## src/rtl/core/mht_pkg.sv

```systemverilog
package mht_pkg;

   localparam int KEY_W    = 64;
   localparam int HASH_W   = 64;
   localparam int OP_W     = 2;
   localparam int STATUS_W = 3;
   localparam int LEVEL_W  = 2;
   localparam int IO_VAL_W = 32;
   localparam int CFG_W    = 4;

   localparam logic [CFG_W-1:0] CFG_RESET = 4'd10;

   localparam logic [HASH_W-1:0] HASH_MULT = 64'hCBF29CE484222325;
   localparam logic [31:0]       HASH_LO   = HASH_MULT[31:0];
   localparam logic [31:0]       HASH_HI   = HASH_MULT[63:32];

   localparam logic [OP_W-1:0] OP_INSERT = 2'd0;
   localparam logic [OP_W-1:0] OP_LOOKUP = 2'd1;
   localparam logic [OP_W-1:0] OP_DELETE = 2'd2;

   localparam logic [STATUS_W-1:0] STS_INSERTED  = 3'd0;
   localparam logic [STATUS_W-1:0] STS_PRESENT   = 3'd1;
   localparam logic [STATUS_W-1:0] STS_FOUND     = 3'd2;
   localparam logic [STATUS_W-1:0] STS_NOT_FOUND = 3'd3;
   localparam logic [STATUS_W-1:0] STS_DELETED   = 3'd4;
   localparam logic [STATUS_W-1:0] STS_FULL      = 3'd5;

   localparam int Q_DEPTH = 2;
   localparam int Q_PTR_W = (Q_DEPTH > 1) ? $clog2(Q_DEPTH) : 1;
   localparam int Q_CNT_W = $clog2(Q_DEPTH + 1);

   typedef struct packed {
      logic full;
      logic empty;
   } fifo_stat_type;

   typedef struct packed {
      logic                strobe;
      logic [STATUS_W-1:0] status;
      logic [LEVEL_W-1:0]  hit_level;
   } rsp_ctl_type;

endpackage

```

## src/rtl/core/mht_front.sv

```systemverilog
module mht_front
   import mht_pkg::*;
#(
   parameter int SW = 32
) (
   input  logic              clock,
   input  logic              reset,
   input  logic              accept,
   input  logic [OP_W-1:0]   in_op,
   input  logic [KEY_W-1:0]  in_key,
   input  logic [SW-1:0]     in_val,
   input  fifo_stat_type     q_stat,
   output logic              busy,
   output logic              push,
   output logic [OP_W-1:0]   out_op,
   output logic [KEY_W-1:0]  out_key,
   output logic [SW-1:0]     out_val,
   output logic [HASH_W-1:0] out_hash
);

   typedef enum logic [4:0] {
      F_IDLE = 5'b00001,
      F_MUL0 = 5'b00010,
      F_MUL1 = 5'b00100,
      F_MUL2 = 5'b01000,
      F_PUSH = 5'b10000
   } fstate_type;

   fstate_type        state_ff, state_in;
   logic [OP_W-1:0]   op_ff, op_in;
   logic [KEY_W-1:0]  key_ff, key_in;
   logic [SW-1:0]     val_ff, val_in;
   logic [HASH_W-1:0] hash_ff, hash_in;
   logic [31:0]       mul_a, mul_b;
   logic [63:0]       prod;

   assign prod = mul_a * mul_b;

   always_comb begin
      state_in = state_ff;
      op_in    = op_ff;
      key_in   = key_ff;
      val_in   = val_ff;
      hash_in  = hash_ff;
      mul_a    = key_ff[31:0];
      mul_b    = HASH_LO;
      push     = 1'b0;
      unique case (state_ff)
         F_IDLE: begin
            if (accept) begin
               op_in    = in_op;
               key_in   = in_key;
               val_in   = in_val;
               state_in = F_MUL0;
            end
         end
         F_MUL0: begin
            hash_in  = prod;
            state_in = F_MUL1;
         end
         F_MUL1: begin
            mul_a    = key_ff[63:32];
            hash_in  = {hash_ff[63:32] + prod[31:0], hash_ff[31:0]};
            state_in = F_MUL2;
         end
         F_MUL2: begin
            mul_b    = HASH_HI;
            hash_in  = {hash_ff[63:32] + prod[31:0], hash_ff[31:0]};
            state_in = F_PUSH;
         end
         F_PUSH: begin
            if (!q_stat.full) begin
               push     = 1'b1;
               state_in = F_IDLE;
            end
         end
         default: state_in = F_IDLE;
      endcase
   end

   always_ff @(posedge clock) begin
      if (reset) begin
         state_ff <= F_IDLE;
      end else begin
         state_ff <= state_in;
      end
      op_ff   <= op_in;
      key_ff  <= key_in;
      val_ff  <= val_in;
      hash_ff <= hash_in;
   end

   assign busy     = (state_ff != F_IDLE);
   assign out_op   = op_ff;
   assign out_key  = key_ff;
   assign out_val  = val_ff;
   assign out_hash = hash_ff;

endmodule

```

## config.mk

```make
export PLATFORM = sky130hd
export DESIGN_NAME = mht_front
export DESIGN_NICKNAME = d
export VERILOG_FILES = /design/src/rtl/core/mht_pkg.sv /design/src/rtl/core/mht_front.sv
export SDC_FILE = /design/constraint.sdc
export NUM_CORES = 2
export LEC_CHECK = 0
export BUFFER_PORTS_ARGS = -buffer_cell sky130_fd_sc_hd__buf_2
export CAP_MARGIN = 20
export CORE_MARGIN = 2
export CORE_UTILIZATION = 57
export CTS_CLUSTER_SIZE = 20
export DETAILED_ROUTE_END_ITERATION = 6
export GPL_ROUTABILITY_DRIVEN = 0
export GPL_TIMING_DRIVEN = 1
export HOLD_SLACK_MARGIN = 0.02
export PLACE_DENSITY_LB_ADDON = 0.1
export RECOVER_POWER = 25
export SETUP_SLACK_MARGIN = 0.5
export SYNTH_ARGS = -nofsm -noshare
export SYNTH_HDL_FRONTEND = slang
export SYNTH_SLANG_ARGS = --single-unit
```

## constraint.sdc

```tcl
create_clock -name clock -period 9.4 [get_ports clock]
set_input_delay 1.88 -clock clock [delete_from_list [all_inputs] [get_ports clock]]
set_output_delay 1.88 -clock clock [all_outputs]
set_load 0.005 [all_outputs]
```

==> impl_results.md <==
* CTS tree: built
* Max Cap Violations at 0
* Synth area leader: fa_1
* Tot GR Track Use at 33.4%
* Worst setup SP type: register
* RSZ-0062 raised after global routing: yes
* FF-to-FF End: out_hash[58]
* Placed insts at 3920
* CTS HTree Levels at 4
* Post-synth EDFFs at between 150 and 200
* Layout cell share with drive strength beyond 1 at approximately 23%
* Vias at around 22000
* Fin. Hold Viols at 0
* Post-CTS Hold Fix Bufs at 0
* Cell Area, Placed at between 30000 and 40000 sq um
* Max stage delay on crit path at approximately 550 ps
* Initial antenna violation count at 3
* Setup violations, final at 0
* Post-route DRC at 0
* Post-Syn Area at around 29000 sq um
* Worst min path class: reg2reg
* CP Capture Type: register
* Drt wl/cell at about 22 um
* Die W at 231 um
* Post-DP HPWL at about 74 mm
* Routed Antenna Nets at 0
* DR vias/cell at between 5 and 6
* Synth top area share at between 30% and 40%
* Crit path top cell by count: fa_1
* Crit path max fanout at 5
* Router iterations before antenna repair at 5
* Worst hold path startpoint: out_key[0]
* Final #Nets at ~4400
* CTS sink cnt at 167
* Initial Util at 57.6%
* Design area at ~35000 sq um
* Area grow syn2layout at 19.1%
* Die height at roughly 230 um
* Reg2reg setup slack at approximately 280 ps
* I/O Buffers at about 270
* Rel. slew slack at under 10%
* Crit share post-route at between 90% and 100%
* Total core area at just over 50000 sq um
* Data arrival, critical path at about 9400 ps
* Fin worst setup slack at ~280 ps
* Crit path max-delay cell type: fa_1
* Wirelength, routed at ~88 mm
* Root Driver: clkbuf_16
* Worst r2r src: state_ff[0]
* Synth unique cells at 74
* Reg2Reg Depth at 37
* Worst-Margin Slew at between 1000 and 1500 ps
* Ys flop type: edfxtp_1
* FILL cells at 3943
* Yosys reg bits at roughly 170
* Clock latency at the later pin of the worst-skew pair at around 500 ps
* Max Fclk at approximately 110 MHz
* Largest net degree at the start of global routing at 75
* Final Skew at around 17 ps
* Worst hold path cell count at 1
* Drt initial violations at 1740
* CTS clock-pin slew for the worst setup and hold paths at 80 ps
* Worst min-delay path endpoint: out_hash[0]
* Overflow after GRT at 0
* Vias in the first global route at 23400
* Commonest non-fill, non-tap cell in the layout: inv_1
* Critical Path RT at 9650 ps
* Most frequent cells in the layout: inv_1 (658), fa_1 (514), ha_1 (392)
* Register area share after synthesis at roughly 17%
* Crit Path Class: reg2reg
* Max Slew Vio Count at 0
* Ys Warns at 0
* Die area at around 54000 sq um
* Layout Cells excl Fill at 4025
* Io pins at around 270
* Multi-input logic area at ~23000 sq um
* Async S/R FF share, synth at 0%
* Status: complete, no violations
* Main area contributors after synthesis: fa_1 (35%), ha_1 (18%), edfxtp_1 (16%)
* Syn avg cell area at about 10 sq um
* Total CTS buffers at 17
* First-pass GRT wire length at ~130 mm
* Register area at about 5000 sq um
* Pre-CTS setup slack at -153 ps
* Gate Count Post-Synth at about 2900
* Site Rows at 83
* Fin crit period at between 9000 and 10000 ps
* Clock buffer depth at 2
worst max-delay path: cells and delay by family, from the launching register on:
| family | cells | cell delay, ps |
|---|---|---|
| adder cells (fa/ha/maj) | 10 | 4580 |
| AO/OA/AOI/OAI | 5 | 1380 |
| AND/OR/NAND/NOR | 8 | 1180 |
| buffers and inverters | 12 | 1010 |
| XOR/XNOR | 2 | 350 |
| flip-flops | 1 | 330 |
worst max path at each step:
stage	startpoint	end	cells past startpoint
finish	state_ff[0]	out_hash[58]	37
global route	state_ff[0]	out_hash[58]	37
CTS	state_ff[4]	out_hash[60]	39
detailed placement	state_ff[4]	out_hash[58]	37
global placement	state_ff[0]	out_hash[60]	36
floorplan	state_ff[0]	out_hash[60]	40
per-layer routing:
layer | wire length (um) | global-route usage, %
met4 | 5260 | 17.7
met5 | 22 | 0
met1 | 34300 | 43.4
met2 | 41600 | 52.7
met3 | 6690 | 6.94
state kept, by name, summed over array words and instances, names as in the netlist:
register	flops
out_hash	64
out_key	64
out_op	2
out_val	32
state_ff	5
cell families after synthesis:
group | count (synthesis) | synth area share [%]
adder cells (fa/ha/maj) | 940 | 53.1
buffers and inverters | 787 | 10.1
AND/OR/NAND/NOR | 430 | 6.92
AO/OA/AOI/OAI | 381 | 8.02
flip-flops | 167 | 16.8
XOR/XNOR | 125 | 3.76
multiplexers | 35 | 1.23
other | 2 | 0.0255
synth_stat cells (5+ instances only):
cell type    n
inv_1      678
fa_1       521
ha_1       419
edfxtp_1   162
nor2_1     146
o21ai_0    121
nand2_1    112
a21oi_1    110
xnor2_1    100
clkbuf_1    94
a21o_1      35
and2_1      32
mux2i_1     31
nand4_1     25
or2_2       24
xor2_1      24
o21bai_1    20
nand3_1     17
nor3_1      16
and3_1      12
o211ai_1    12
a211oi_1    11
a31oi_1     11
nand2b_1    11
buf_2       10
o21a_1       7
nor2b_1      6
o22ai_1      6
o31ai_1      6
or4_1        6
a41oi_1      5
buf_1        5
dfxtp_1      5
nor4_1       5
or3_1        5
final cells by class:
cell class / instances / share of cell area, %
Antenna cell: 1 / 0.00712
Clock buffer: 17 / 1.21
Clock inverter: 15 / 0.438
Inverter: 678 / 7.28
Multi-Input combinational cell: 1945 / 64.8
Sequential cell: 167 / 14.1
Tap cell: 680 / 2.42
Timing Repair Buffer: 522 / 9.69
what timing repair did:
item,4_1_cts,5_1_grt
buffers inserted,41,28
hold endpoints to repair,0,0
cloned,3,0
pin swaps,52,63
resized for setup,127,105
setup endpoints to repair,22,23
metrics by stage:
step / TNS [ps] / util [%] / hold WS (ps)
floorplan: 0 / - / 495
global placement: -145 / 64.3 / 575
detailed placement: -484 / 64.4 / 593
CTS: 0 / 67.4 / 694
global route: -31.2 / 68.6 / 727
finish: 0 / 68.6 / 695
Power is not shown: default switching activity piles up to over one toggle a cycle in this logic, so the estimate is an artifact.
