## config.mk

```make
export PLATFORM = sky130hd
export DESIGN_NAME = mht_queue
export DESIGN_NICKNAME = d
export VERILOG_FILES = /design/src/rtl/core/mht_pkg.sv /design/src/rtl/core/mht_queue.sv
export SDC_FILE = /design/constraint.sdc
export NUM_CORES = 1
export LEC_CHECK = 0
export BUFFER_PORTS_ARGS = -buffer_cell sky130_fd_sc_hd__buf_4
export CAP_MARGIN = 5
export CORE_MARGIN = 3
export CORE_UTILIZATION = 52
export DETAILED_ROUTE_END_ITERATION = 10
export PLACE_DENSITY = 0.8
export RECOVER_POWER = 100
export SLEW_MARGIN = 20
export SYNTH_ARGS = -nofsm -noshare
export SYNTH_HDL_FRONTEND = slang
export SYNTH_SLANG_ARGS = --single-unit
```

## constraint.sdc

```tcl
create_clock -name clock -period 2.1 [get_ports clock]
set_input_delay 0.105 -clock clock [delete_from_list [all_inputs] [get_ports clock]]
set_output_delay 0.105 -clock clock [all_outputs]
set_load 0.02 [all_outputs]
```

## src/rtl/core/mht_pkg.sv

```systemverilog
package mht_pkg;

   localparam int KEY_W    = 64;
   localparam int HASH_W   = 64;
   localparam int OP_W     = 2;
   localparam int STATUS_W = 3;
   localparam int LEVEL_W  = 2;
   localparam int IO_VAL_W = 32;
   localparam int CFG_W    = 4;

   localparam logic [CFG_W-1:0] CFG_RESET = 4'd10;

   localparam logic [HASH_W-1:0] HASH_MULT = 64'hCBF29CE484222325;
   localparam logic [31:0]       HASH_LO   = HASH_MULT[31:0];
   localparam logic [31:0]       HASH_HI   = HASH_MULT[63:32];

   localparam logic [OP_W-1:0] OP_INSERT = 2'd0;
   localparam logic [OP_W-1:0] OP_LOOKUP = 2'd1;
   localparam logic [OP_W-1:0] OP_DELETE = 2'd2;

   localparam logic [STATUS_W-1:0] STS_INSERTED  = 3'd0;
   localparam logic [STATUS_W-1:0] STS_PRESENT   = 3'd1;
   localparam logic [STATUS_W-1:0] STS_FOUND     = 3'd2;
   localparam logic [STATUS_W-1:0] STS_NOT_FOUND = 3'd3;
   localparam logic [STATUS_W-1:0] STS_DELETED   = 3'd4;
   localparam logic [STATUS_W-1:0] STS_FULL      = 3'd5;

   localparam int Q_DEPTH = 2;
   localparam int Q_PTR_W = (Q_DEPTH > 1) ? $clog2(Q_DEPTH) : 1;
   localparam int Q_CNT_W = $clog2(Q_DEPTH + 1);

   typedef struct packed {
      logic full;
      logic empty;
   } fifo_stat_type;

   typedef struct packed {
      logic                strobe;
      logic [STATUS_W-1:0] status;
      logic [LEVEL_W-1:0]  hit_level;
   } rsp_ctl_type;

endpackage

```

## src/rtl/core/mht_queue.sv

```systemverilog
module mht_queue
   import mht_pkg::*;
#(
   parameter int WIDTH = 8
) (
   input  logic             clock,
   input  logic             reset,
   input  logic             push,
   input  logic [WIDTH-1:0] push_data,
   input  logic             pop,
   output logic [WIDTH-1:0] pop_data,
   output fifo_stat_type    stat
);

   logic [WIDTH-1:0]   entry_ff [Q_DEPTH];
   logic [Q_PTR_W-1:0] wr_ptr_ff, wr_ptr_in;
   logic [Q_PTR_W-1:0] rd_ptr_ff, rd_ptr_in;
   logic [Q_CNT_W-1:0] count_ff, count_in;

   function automatic logic [Q_PTR_W-1:0] ptr_next(input logic [Q_PTR_W-1:0] p);
      logic [Q_PTR_W-1:0] r;
      r = (p == Q_PTR_W'(Q_DEPTH - 1)) ? '0 : p + Q_PTR_W'(1);
      return r;
   endfunction

   always_comb begin
      wr_ptr_in = push ? ptr_next(wr_ptr_ff) : wr_ptr_ff;
      rd_ptr_in = pop ? ptr_next(rd_ptr_ff) : rd_ptr_ff;
      count_in  = count_ff;
      if (push && !pop) begin
         count_in = count_ff + Q_CNT_W'(1);
      end else if (pop && !push) begin
         count_in = count_ff - Q_CNT_W'(1);
      end
   end

   always_ff @(posedge clock) begin
      if (reset) begin
         wr_ptr_ff <= '0;
         rd_ptr_ff <= '0;
         count_ff  <= '0;
      end else begin
         wr_ptr_ff <= wr_ptr_in;
         rd_ptr_ff <= rd_ptr_in;
         count_ff  <= count_in;
      end
      if (push) begin
         entry_ff[wr_ptr_ff] <= push_data;
      end
   end

   assign pop_data   = entry_ff[rd_ptr_ff];
   assign stat.full  = (count_ff == Q_CNT_W'(Q_DEPTH));
   assign stat.empty = (count_ff == '0);

endmodule

```

==> results_dict.tcl, run 1 <==
set metrics [dict create \
    status "finished, final reports clean" \
    met2_usage 0.324 \
    use_met3 0.0239 \
    synth_top_area_frac 0.613 \
    clk_latency_ns 0.29 \
    grt_pass1_vias 504 \
    coreArea_mm2 0.00135 \
    nets 94 \
    ctsRootBufferMaster "clkbuf_4" \
    synthFlopType "edfxtp_1" \
    power.density_mw_per_mm2 791 \
    globalRouteOverflowTotal 0 \
    rsz0062_at_grt "false" \
    fill_cells 89 \
    cp_data_arrival_time_ns 1.39 \
    ctsResizeCount 0 \
    relSlewSlack 0.535 \
    finalWirelength_um 1440 \
    ys_ff_latch 21 \
    synth_common_cells "edfxtp_1, mux2_2, dfxtp_1, nor2_1" \
    r2r_start "wr_ptr_ff$_SDFFE_PP0P_" \
    initial_core_util 0.580 \
    p_total_mw 0.820 \
    finalHoldViolations 0 \
    vias_per_cell 5.01 \
    finalMaxSlewViolations 0 \
    grt_pass1_wl_um 2260 \
    ys_warn_count 0 \
    finClkSkew_ns 0.00368 \
    max_freq_mhz 667 \
    die_width_um 44.8 \
    fin_ws_ns 0.601 \
    cts_max_level 1 \
    synth_top_cell_by_area "edfxtp_1" \
    post_synth_num_cell_types 15 \
    whs_ns 0.0772 \
    max-vdd-ir-drop_uv 584 \
    cp.required_ns 2.00 \
    tightest_slew_ns 0.696 \
    drv_cap 0 \
    layout_min_cycle_time_ns 1.50 \
    start_kind "flip-flop" \
    leakage_nw 0.393 \
    grt_use_total 0.165 \
    end_kind "output pin" \
    p_int_mw 0.621 \
    numCtsBuffers 3 \
    top_usage_layer "met2" \
    grt_use_met1 0.178 \
    reg2reg_to "entry_ff[0][7]$_DFFE_PP_" \
    critPathMaxFanout 8 \
    cts_setup_buffers 0 \
    drt_pass1_iterations 4 \
    cts_tree "built" \
    vias 476 \
    cts_max_path_buffers 2 \
    drt_iter0_drc 6 \
    gp_congestion 0.660 \
    rrSetupSlack_ns 0.84 \
    switching_share 0.243 \
    port_buffers 21 \
    post_drt_wl_per_cell_um 15.1 \
    num_io_pins 22 \
    final_layout_size_suffix_gt1_frac 0.288 \
    combPwrFrac 0.175 \
    fp.dieH_um 44.8 \
    die_area_mm2 0.00201 \
    synth_area_leaders "edfxtp_1, dfxtp_1, mux2_2, nor2_1, xnor2_1" \
    rows 13 \
    ys_seq_area_frac 0.741 \
    setup_violations 0 \
    reg2reg_depth 1 \
    synth.most_common_cell "edfxtp_1" \
    syn_inst 47 \
    drc 0 \
    synth_edf_count 16 \
    cts_sinks 21 \
    grt_antenna_before_repair 0 \
    holdCritPathClass "primary input to flip-flop" \
    clkSlewWorstSetupHoldPaths_ns 0.10 \
    fin_setup_tns_ns 0 \
    hpwlAfterDp_um 994 \
    pwr-share-clk 0.216 \
    async_flop_share 0 \
    pre_cts_slack_ns 0.872 \
    finalCritPeriodShare 0.714 \
    seq_power_share 0.609 \
    synth_area_per_cell_um2 16.7 \
    synth.net_count 60 \
    dp.cells 82 \
    n_antenna_cell 0 \
    endpoint "pop_data[2]" \
    p_sw_mw 0.199 \
    grt_max_degree 12 \
    synthesis.area_um2 783 \
    criticalPathCategory "flip-flop to output pin" \
    drt.antenna.violating_nets 0 \
    final_cells 95 \
    area_delta_synth_final_pct 32.4 \
]
==> per-stage QoR <==
stage | cell area (um2) | util
after global placement | 955 | 0.707
after floorplan | 783 | -
after global routing | 1040 | 0.768
after detailed placement | 955 | 0.707
final | 1040 | 0.768
after CTS | 1070 | 0.793
==> final cells by class <==
type	instances	area (um2)	area share
Timing Repair Buffer	30	214	0.206
Multi-Input combinational cell	24	194	0.187
Sequential cell	21	581	0.560
Clock buffer	4	26.3	0.0253
Inverter	1	3.75	0.00362
Tap cell	15	18.8	0.0181
==> routing by layer <==
metal / part of all wire / vias up
met5: 0 / -
met4: 0.0028 / 0
met3: 0.047 / 2
met2: 0.57 / 13
met1: 0.38 / 225
li1: - / 236
==> flip-flops by register name, summed over array words and instances (netlist names), named ones only <==
| signal | count |
|---|---|
| count_ff | 2 |
| wr_ptr_ff | 1 |
| rd_ptr_ff | 1 |
| entry_ff | 16 |
==> critical path: stages (launching register included) <==
cell and delay (ns):
dfxtp_1 0.54, mux2_1 0.39, buf_4 0.17
==> power by group through the flow <==
stage / sequential [mW] / clock, mW / combinational, mW
3_3_place_gp: 0.506 / 0 / 0.146
5_1_grt: 0.503 / 0.201 / 0.157
6_report: 0.500 / 0.177 / 0.144
3_5_place_dp: 0.509 / 0 / 0.150
2_1_floorplan: 0.498 / 0 / 0.0922
4_1_cts: 0.499 / 0.184 / 0.165
==> timing repair <==
item | CTS | global route
endpoints found under the setup margin | 0 | 0
endpoints found under the hold margin | 20 | 0
hold buffers | 9 | 0
==> cells in the final DEF, fill, tap and decap left out, types with 2 or more instances in the layout <==
cell type,Yosys,final
mux2_2,8,7
clkbuf_4,0,11
edfxtp_1,16,16
buf_4,0,4
nor2_1,5,5
xor2_1,2,2
xnor2_1,2,2
dfxtp_1,5,5
clkbuf_1,0,10
dlygate4sd3_1,0,9
==> how the worst min path moves through the flow <==
stage / startpoint / slack (ns) / cells after the start / end
6_report: push / 0.08 / 3 / wr_ptr_ff$_SDFFE_PP0P_
5_1_grt: push / 0.09 / 3 / wr_ptr_ff$_SDFFE_PP0P_
4_1_cts: push / 0.08 / 3 / wr_ptr_ff$_SDFFE_PP0P_
3_5_place_dp: push_data[2] / 0.30 / 1 / entry_ff[1][2]$_DFFE_PP_
3_3_place_gp: push_data[2] / 0.29 / 1 / entry_ff[1][2]$_DFFE_PP_
2_1_floorplan: reset / 0.17 / 1 / count_ff[1]$_SDFFE_PP0P_
==> cells by family after synthesis <==
group,share of synthesized area
flip-flops,0.741
AND/OR/NAND/NOR,0.0591
multiplexers,0.115
XOR/XNOR,0.0447
AO/OA/AOI/OAI,0.0128
buffers and inverters,0.0112
adder cells (fa/ha/maj),0.0160
Power figures use the tool's default switching activity.
==> run 2: changes to the inputs <==
Settings changed: CORE_ASPECT_RATIO set to 1.25, CORE_UTILIZATION 52 to 48, PLACE_DENSITY 0.8 to 0.74.
Clock period 2.1 ns to 1.4 ns, I/O delays scaled along.
==> results_dict.tcl, run 2 (synthesis gave the netlist of run 1 again) <==
set metrics [dict create \
    grt_use_total 0.131 \
    port_buffers 21 \
    final_util 0.721 \
    drv_cap 0 \
    finalCritPeriodShare 0.953 \
    grt_pass1_wl_um 2080 \
    power.density_mw_per_mm2 1180 \
    n_antenna_cell 0 \
    ctsRootBufferMaster "clkbuf_4" \
    rsz0062_at_grt "false" \
    cts_setup_buffers 0 \
    layout_min_cycle_time_ns 1.33 \
    die_width_um 42.1 \
    clkSlewWorstSetupHoldPaths_ns 0.11 \
    fp.dieH_um 51.2 \
    nets 95 \
    grt_pass1_vias 501 \
    cts_tree "built" \
    initial_core_util 0.535 \
    post_drt_wl_per_cell_um 12.6 \
    critPathMaxStageDelay_ns 0.45 \
    grt_antenna_before_repair 0 \
    fin_setup_tns_ns 0 \
    largest-register "entry_ff" \
    tightest_slew_ns 0.543 \
    max-vdd-ir-drop_uv 721 \
    max_freq_mhz 749 \
    finClkSkew_ns 0.00339 \
    clk_latency_ns 0.29 \
    end_kind "output pin" \
    die_area_mm2 0.00216 \
    setup_violations 0 \
    finalHoldViolations 0 \
    worstPathCellList "mux2_2 -> buf_4" \
    start_kind "flip-flop" \
    drt_pass1_iterations 2 \
    finalMaxSlewViolations 0 \
    layout_common_cells "edfxtp_1, clkbuf_4, dlygate4sd3_1" \
    vias_per_cell 4.97 \
    gp_congestion 0.607 \
    crit_slowest_cell "dfxtp_2" \
    drt.antenna.violating_nets 0 \
    status "finished, final reports clean" \
    finalWirelength_um 1240 \
    vias 487 \
    crit_family "flip-flops" \
    critPathMaxFanout 8 \
    numCtsBuffers 3 \
    final_common_cell "edfxtp_1" \
    coreArea_mm2 0.00146 \
    top_regs "entry_ff x16, count_ff x2" \
    worst-path-buf-inv 1 \
    num_io_pins 22 \
    globalRouteOverflowTotal 0 \
    largest_reg_flops 16 \
    drt_iter0_drc 4 \
    leakage_nw 0.414 \
    holdCritPathClass "primary input to flip-flop" \
    grt_max_degree 12 \
    cts_max_level 1 \
    final_layout_size_suffix_gt1_frac 0.395 \
    cts_max_path_buffers 2 \
    relSlewSlack 0.638 \
    fill_cells 114 \
    drc 0 \
    area_delta_synth_final_pct 34.8 \
    cp.required_ns 1.33 \
    cts_sinks 21 \
    cp_data_arrival_time_ns 1.26 \
    criticalPathCategory "flip-flop to output pin" \
    rows 15 \
]
## run 2: changes by cell type in the layout (fill, tap and decap cells not counted), sizes merged
cell | previous run | this run
clkbuf | 21 | 16
buf | 4 | 10
## run 2: power by group
group,switching [mW],internal [mW]
combinational,0.111,0.111
clock,0.165,0.111
sequential,0.0272,0.720
## run 2: tightest hold or removal path, cell delays in order
cell and delay, ns:
buf_4 0.10, xnor2_1 0.06, nor2_1 0.07
## run 2: what timing repair did
action	4_1_cts	5_1_grt
gates resized for setup	1	0
endpoints found under the hold margin	21	0
setup endpoints to repair	8	0
hold buffers	9	0
## run 2: final cells by class
| type | instances | area, um2 | area share |
|---|---|---|---|
| Sequential cell | 21 | 582 | 0.551 |
| Multi-Input combinational cell | 24 | 194 | 0.184 |
| Inverter | 1 | 3.75 | 0.00355 |
| Timing Repair Buffer | 31 | 229 | 0.217 |
| Tap cell | 17 | 21.3 | 0.0201 |
| Clock buffer | 4 | 26.3 | 0.0249 |
## run 2: layer usage
layer	track usage	wire length (um)
met4	0.0466	0
met3	0.0211	54
met2	0.260	715
met5	0	0
met1	0.135	467
## run 2: stage by stage
step | setup slack, ns | cell area (um2) | total power [mW] | hold WS [ns] | instances
6_report | 0.0652 | 1060 | 1.24 | 0.0361 | 98
5_1_grt | 0.00924 | 1060 | 1.30 | 0.0547 | 98
4_1_cts | 0.0449 | 1080 | 1.28 | 0.0326 | 98
3_5_place_dp | 0.259 | 965 | 0.991 | 0.258 | 85
3_3_place_gp | 0.275 | 965 | 0.982 | 0.255 | 85
2_1_floorplan | 0.312 | 783 | 0.886 | 0.139 | 47
## run 2: final timing paths
kind / startpoint / end / slack (ns) / cells after the start
worst max-delay path: flip-flop / pop_data[0] / 0.07 / 2
worst min-delay path: push / wr_ptr_ff$_SDFFE_PP0P_ / 0.04 / 3
worst max register to register: wr_ptr_ff$_SDFFE_PP0P_ / entry_ff[0][7]$_DFFE_PP_ / 0.18 / 2
worst min register to register: count_ff[1]$_SDFFE_PP0P_ / count_ff[1]$_SDFFE_PP0P_ / 0.50 / 2
==> run 3: changes to the inputs <==
Settings changed: CORE_UTILIZATION 48 to 25, PLACE_DENSITY 0.74 to not set.
==> results_dict.tcl, run 3 (synthesis gave the netlist of run 1 again) <==
set metrics [dict create \
    nets 95 \
    grt_pass1_wl_um 2030 \
    gp_congestion 0.654 \
    max-vdd-ir-drop_uv 382 \
    cp_data_arrival_time_ns 1.22 \
    top_regs "entry_ff x16, count_ff x2" \
    die_width_um 56.1 \
    start_kind "flip-flop" \
    globalRouteOverflowTotal 0 \
    cts_setup_buffers 0 \
    p_int_mw 0.934 \
    grt_pass1_vias 455 \
    p_sw_mw 0.305 \
    vias 468 \
    ctsRootBufferMaster "clkbuf_4" \
    final_util 0.362 \
    critPathMaxFanout 8 \
    drt_pass1_iterations 2 \
    coreArea_mm2 0.00297 \
    critPathMaxStageDelay_ns 0.42 \
    finalCritPeriodShare 0.924 \
    clkSlewWorstSetupHoldPaths_ns 0.11 \
    cp.required_ns 1.33 \
    tightest_slew_ns 0.530 \
    finClkSkew_ns 0.00918 \
    vias_per_cell 4.00 \
    post_drt_wl_per_cell_um 10.8 \
    combPwrFrac 0.176 \
    max_freq_mhz 773 \
    cts_tree "built" \
    r2r_start "wr_ptr_ff$_SDFFE_PP0P_" \
    drc 0 \
    final_layout_size_suffix_gt1_frac 0.395 \
    drt_iter0_drc 5 \
    die_area_mm2 0.00384 \
    end_kind "output pin" \
    largest-register "entry_ff" \
    rows 22 \
    setup_violations 0 \
    drv_cap 0 \
    reg2reg_to "entry_ff[1][6]$_DFFE_PP_" \
    fin_setup_tns_ns 0 \
    grt_antenna_before_repair 0 \
    crit_slowest_cell "dfxtp_4" \
    relSlewSlack 0.646 \
    whs_ns 0.0265 \
    n_antenna_cell 0 \
    switching_share 0.246 \
    worst-path-buf-inv 1 \
    leakage_nw 0.414 \
    worstPathCellList "mux2_2 -> clkbuf_2" \
    grt_max_degree 13 \
    layout_min_cycle_time_ns 1.29 \
    largest_reg_flops 16 \
    hold_end "wr_ptr_ff$_SDFFE_PP0P_" \
    num_io_pins 22 \
    holdCritPathClass "primary input to flip-flop" \
    status "finished, final reports clean" \
    fp.dieH_um 68.6 \
    grt_use_total 0.0710 \
    finalWirelength_um 1260 \
    cts_max_level 1 \
    cts_max_path_buffers 2 \
    criticalPathCategory "flip-flop to output pin" \
    reg2reg_depth 1 \
    area_delta_synth_final_pct 37.5 \
    port_buffers 21 \
    pwr-share-clk 0.222 \
    cts_sinks 21 \
    hold_depth 3 \
    drt.antenna.violating_nets 0 \
    min_from "push" \
    numCtsBuffers 3 \
    final_common_cell "edfxtp_1" \
    crit_family "flip-flops" \
    seq_power_share 0.602 \
    hpwlAfterDp_um 949 \
    initial_core_util 0.263 \
    clk_latency_ns 0.29 \
    finalHoldViolations 0 \
    rrSetupSlack_ns 0.19 \
    layout_common_cells "edfxtp_1, clkbuf_4, dlygate4sd3_1" \
    power.density_mw_per_mm2 1150 \
    rsz0062_at_grt "false" \
    finalMaxSlewViolations 0 \
]
## run 3: cell types whose count changed in the layout (fill, tap and decap cells not counted), sizes merged
cell / delta
clkbuf: +5
buf: -6
clkinv: +1
## run 3: layer usage
| layer | part of all wire | GRT usage | wire, um |
|---|---|---|---|
| met1 | 0.45 | 0.0810 | 561 |
| met4 | 0.015 | 0.0534 | 19 |
| met3 | 0.065 | 0.0205 | 82 |
| met2 | 0.47 | 0.114 | 597 |
| met5 | 0 | 0 | 0 |
## run 3: how the worst max path moves through the flow
stage                     depth (start not counted)  slack [ns]                    from                       end
after global placement                            2        0.28               flip-flop               pop_data[2]
final                                             2        0.11               flip-flop               pop_data[6]
after CTS                                         2        0.03               flip-flop               pop_data[1]
after detailed placement                          2        0.26               flip-flop               pop_data[1]
after floorplan                                   1        0.31  wr_ptr_ff$_SDFFE_PP0P_  entry_ff[0][0]$_DFFE_PP_
after global routing                              2        0.05               flip-flop               pop_data[4]
## run 3: cell type report
| type | instances | area, um2 |
|---|---|---|
| Clock buffer | 3 | 22.5 |
| Tap cell | 36 | 45.0 |
| Clock inverter | 1 | 5.00 |
| Fill cell | 312 | 1900 |
| Timing Repair Buffer | 31 | 223 |
| Inverter | 1 | 3.75 |
| Multi-Input combinational cell | 24 | 194 |
| Sequential cell | 21 | 584 |
## run 3: metrics by stage
stage	worst slack (ns)	cell area (um2)	total power, mW	cells
floorplan	0.312	783	0.886	47
CTS	0.0311	1110	1.29	117
finish	0.106	1080	1.24	117
global route	0.0471	1080	1.30	117
detailed placement	0.263	988	0.990	104
global placement	0.281	988	0.984	104
## run 3: repair_timing
item	CTS	global route
hold buffers	9	0
endpoints found under the setup margin	8	6
gates cloned	0	0
hold endpoints to repair	21	0
gates resized for setup	1	1
## run 3: power by group through the flow
stage,Clock (mW),Combinational [mW],Sequential (mW)
2_1_floorplan,0,0.138,0.748
3_3_place_gp,0,0.225,0.759
3_5_place_dp,0,0.228,0.762
4_1_cts,0.294,0.250,0.748
5_1_grt,0.309,0.238,0.754
6_report,0.275,0.218,0.747
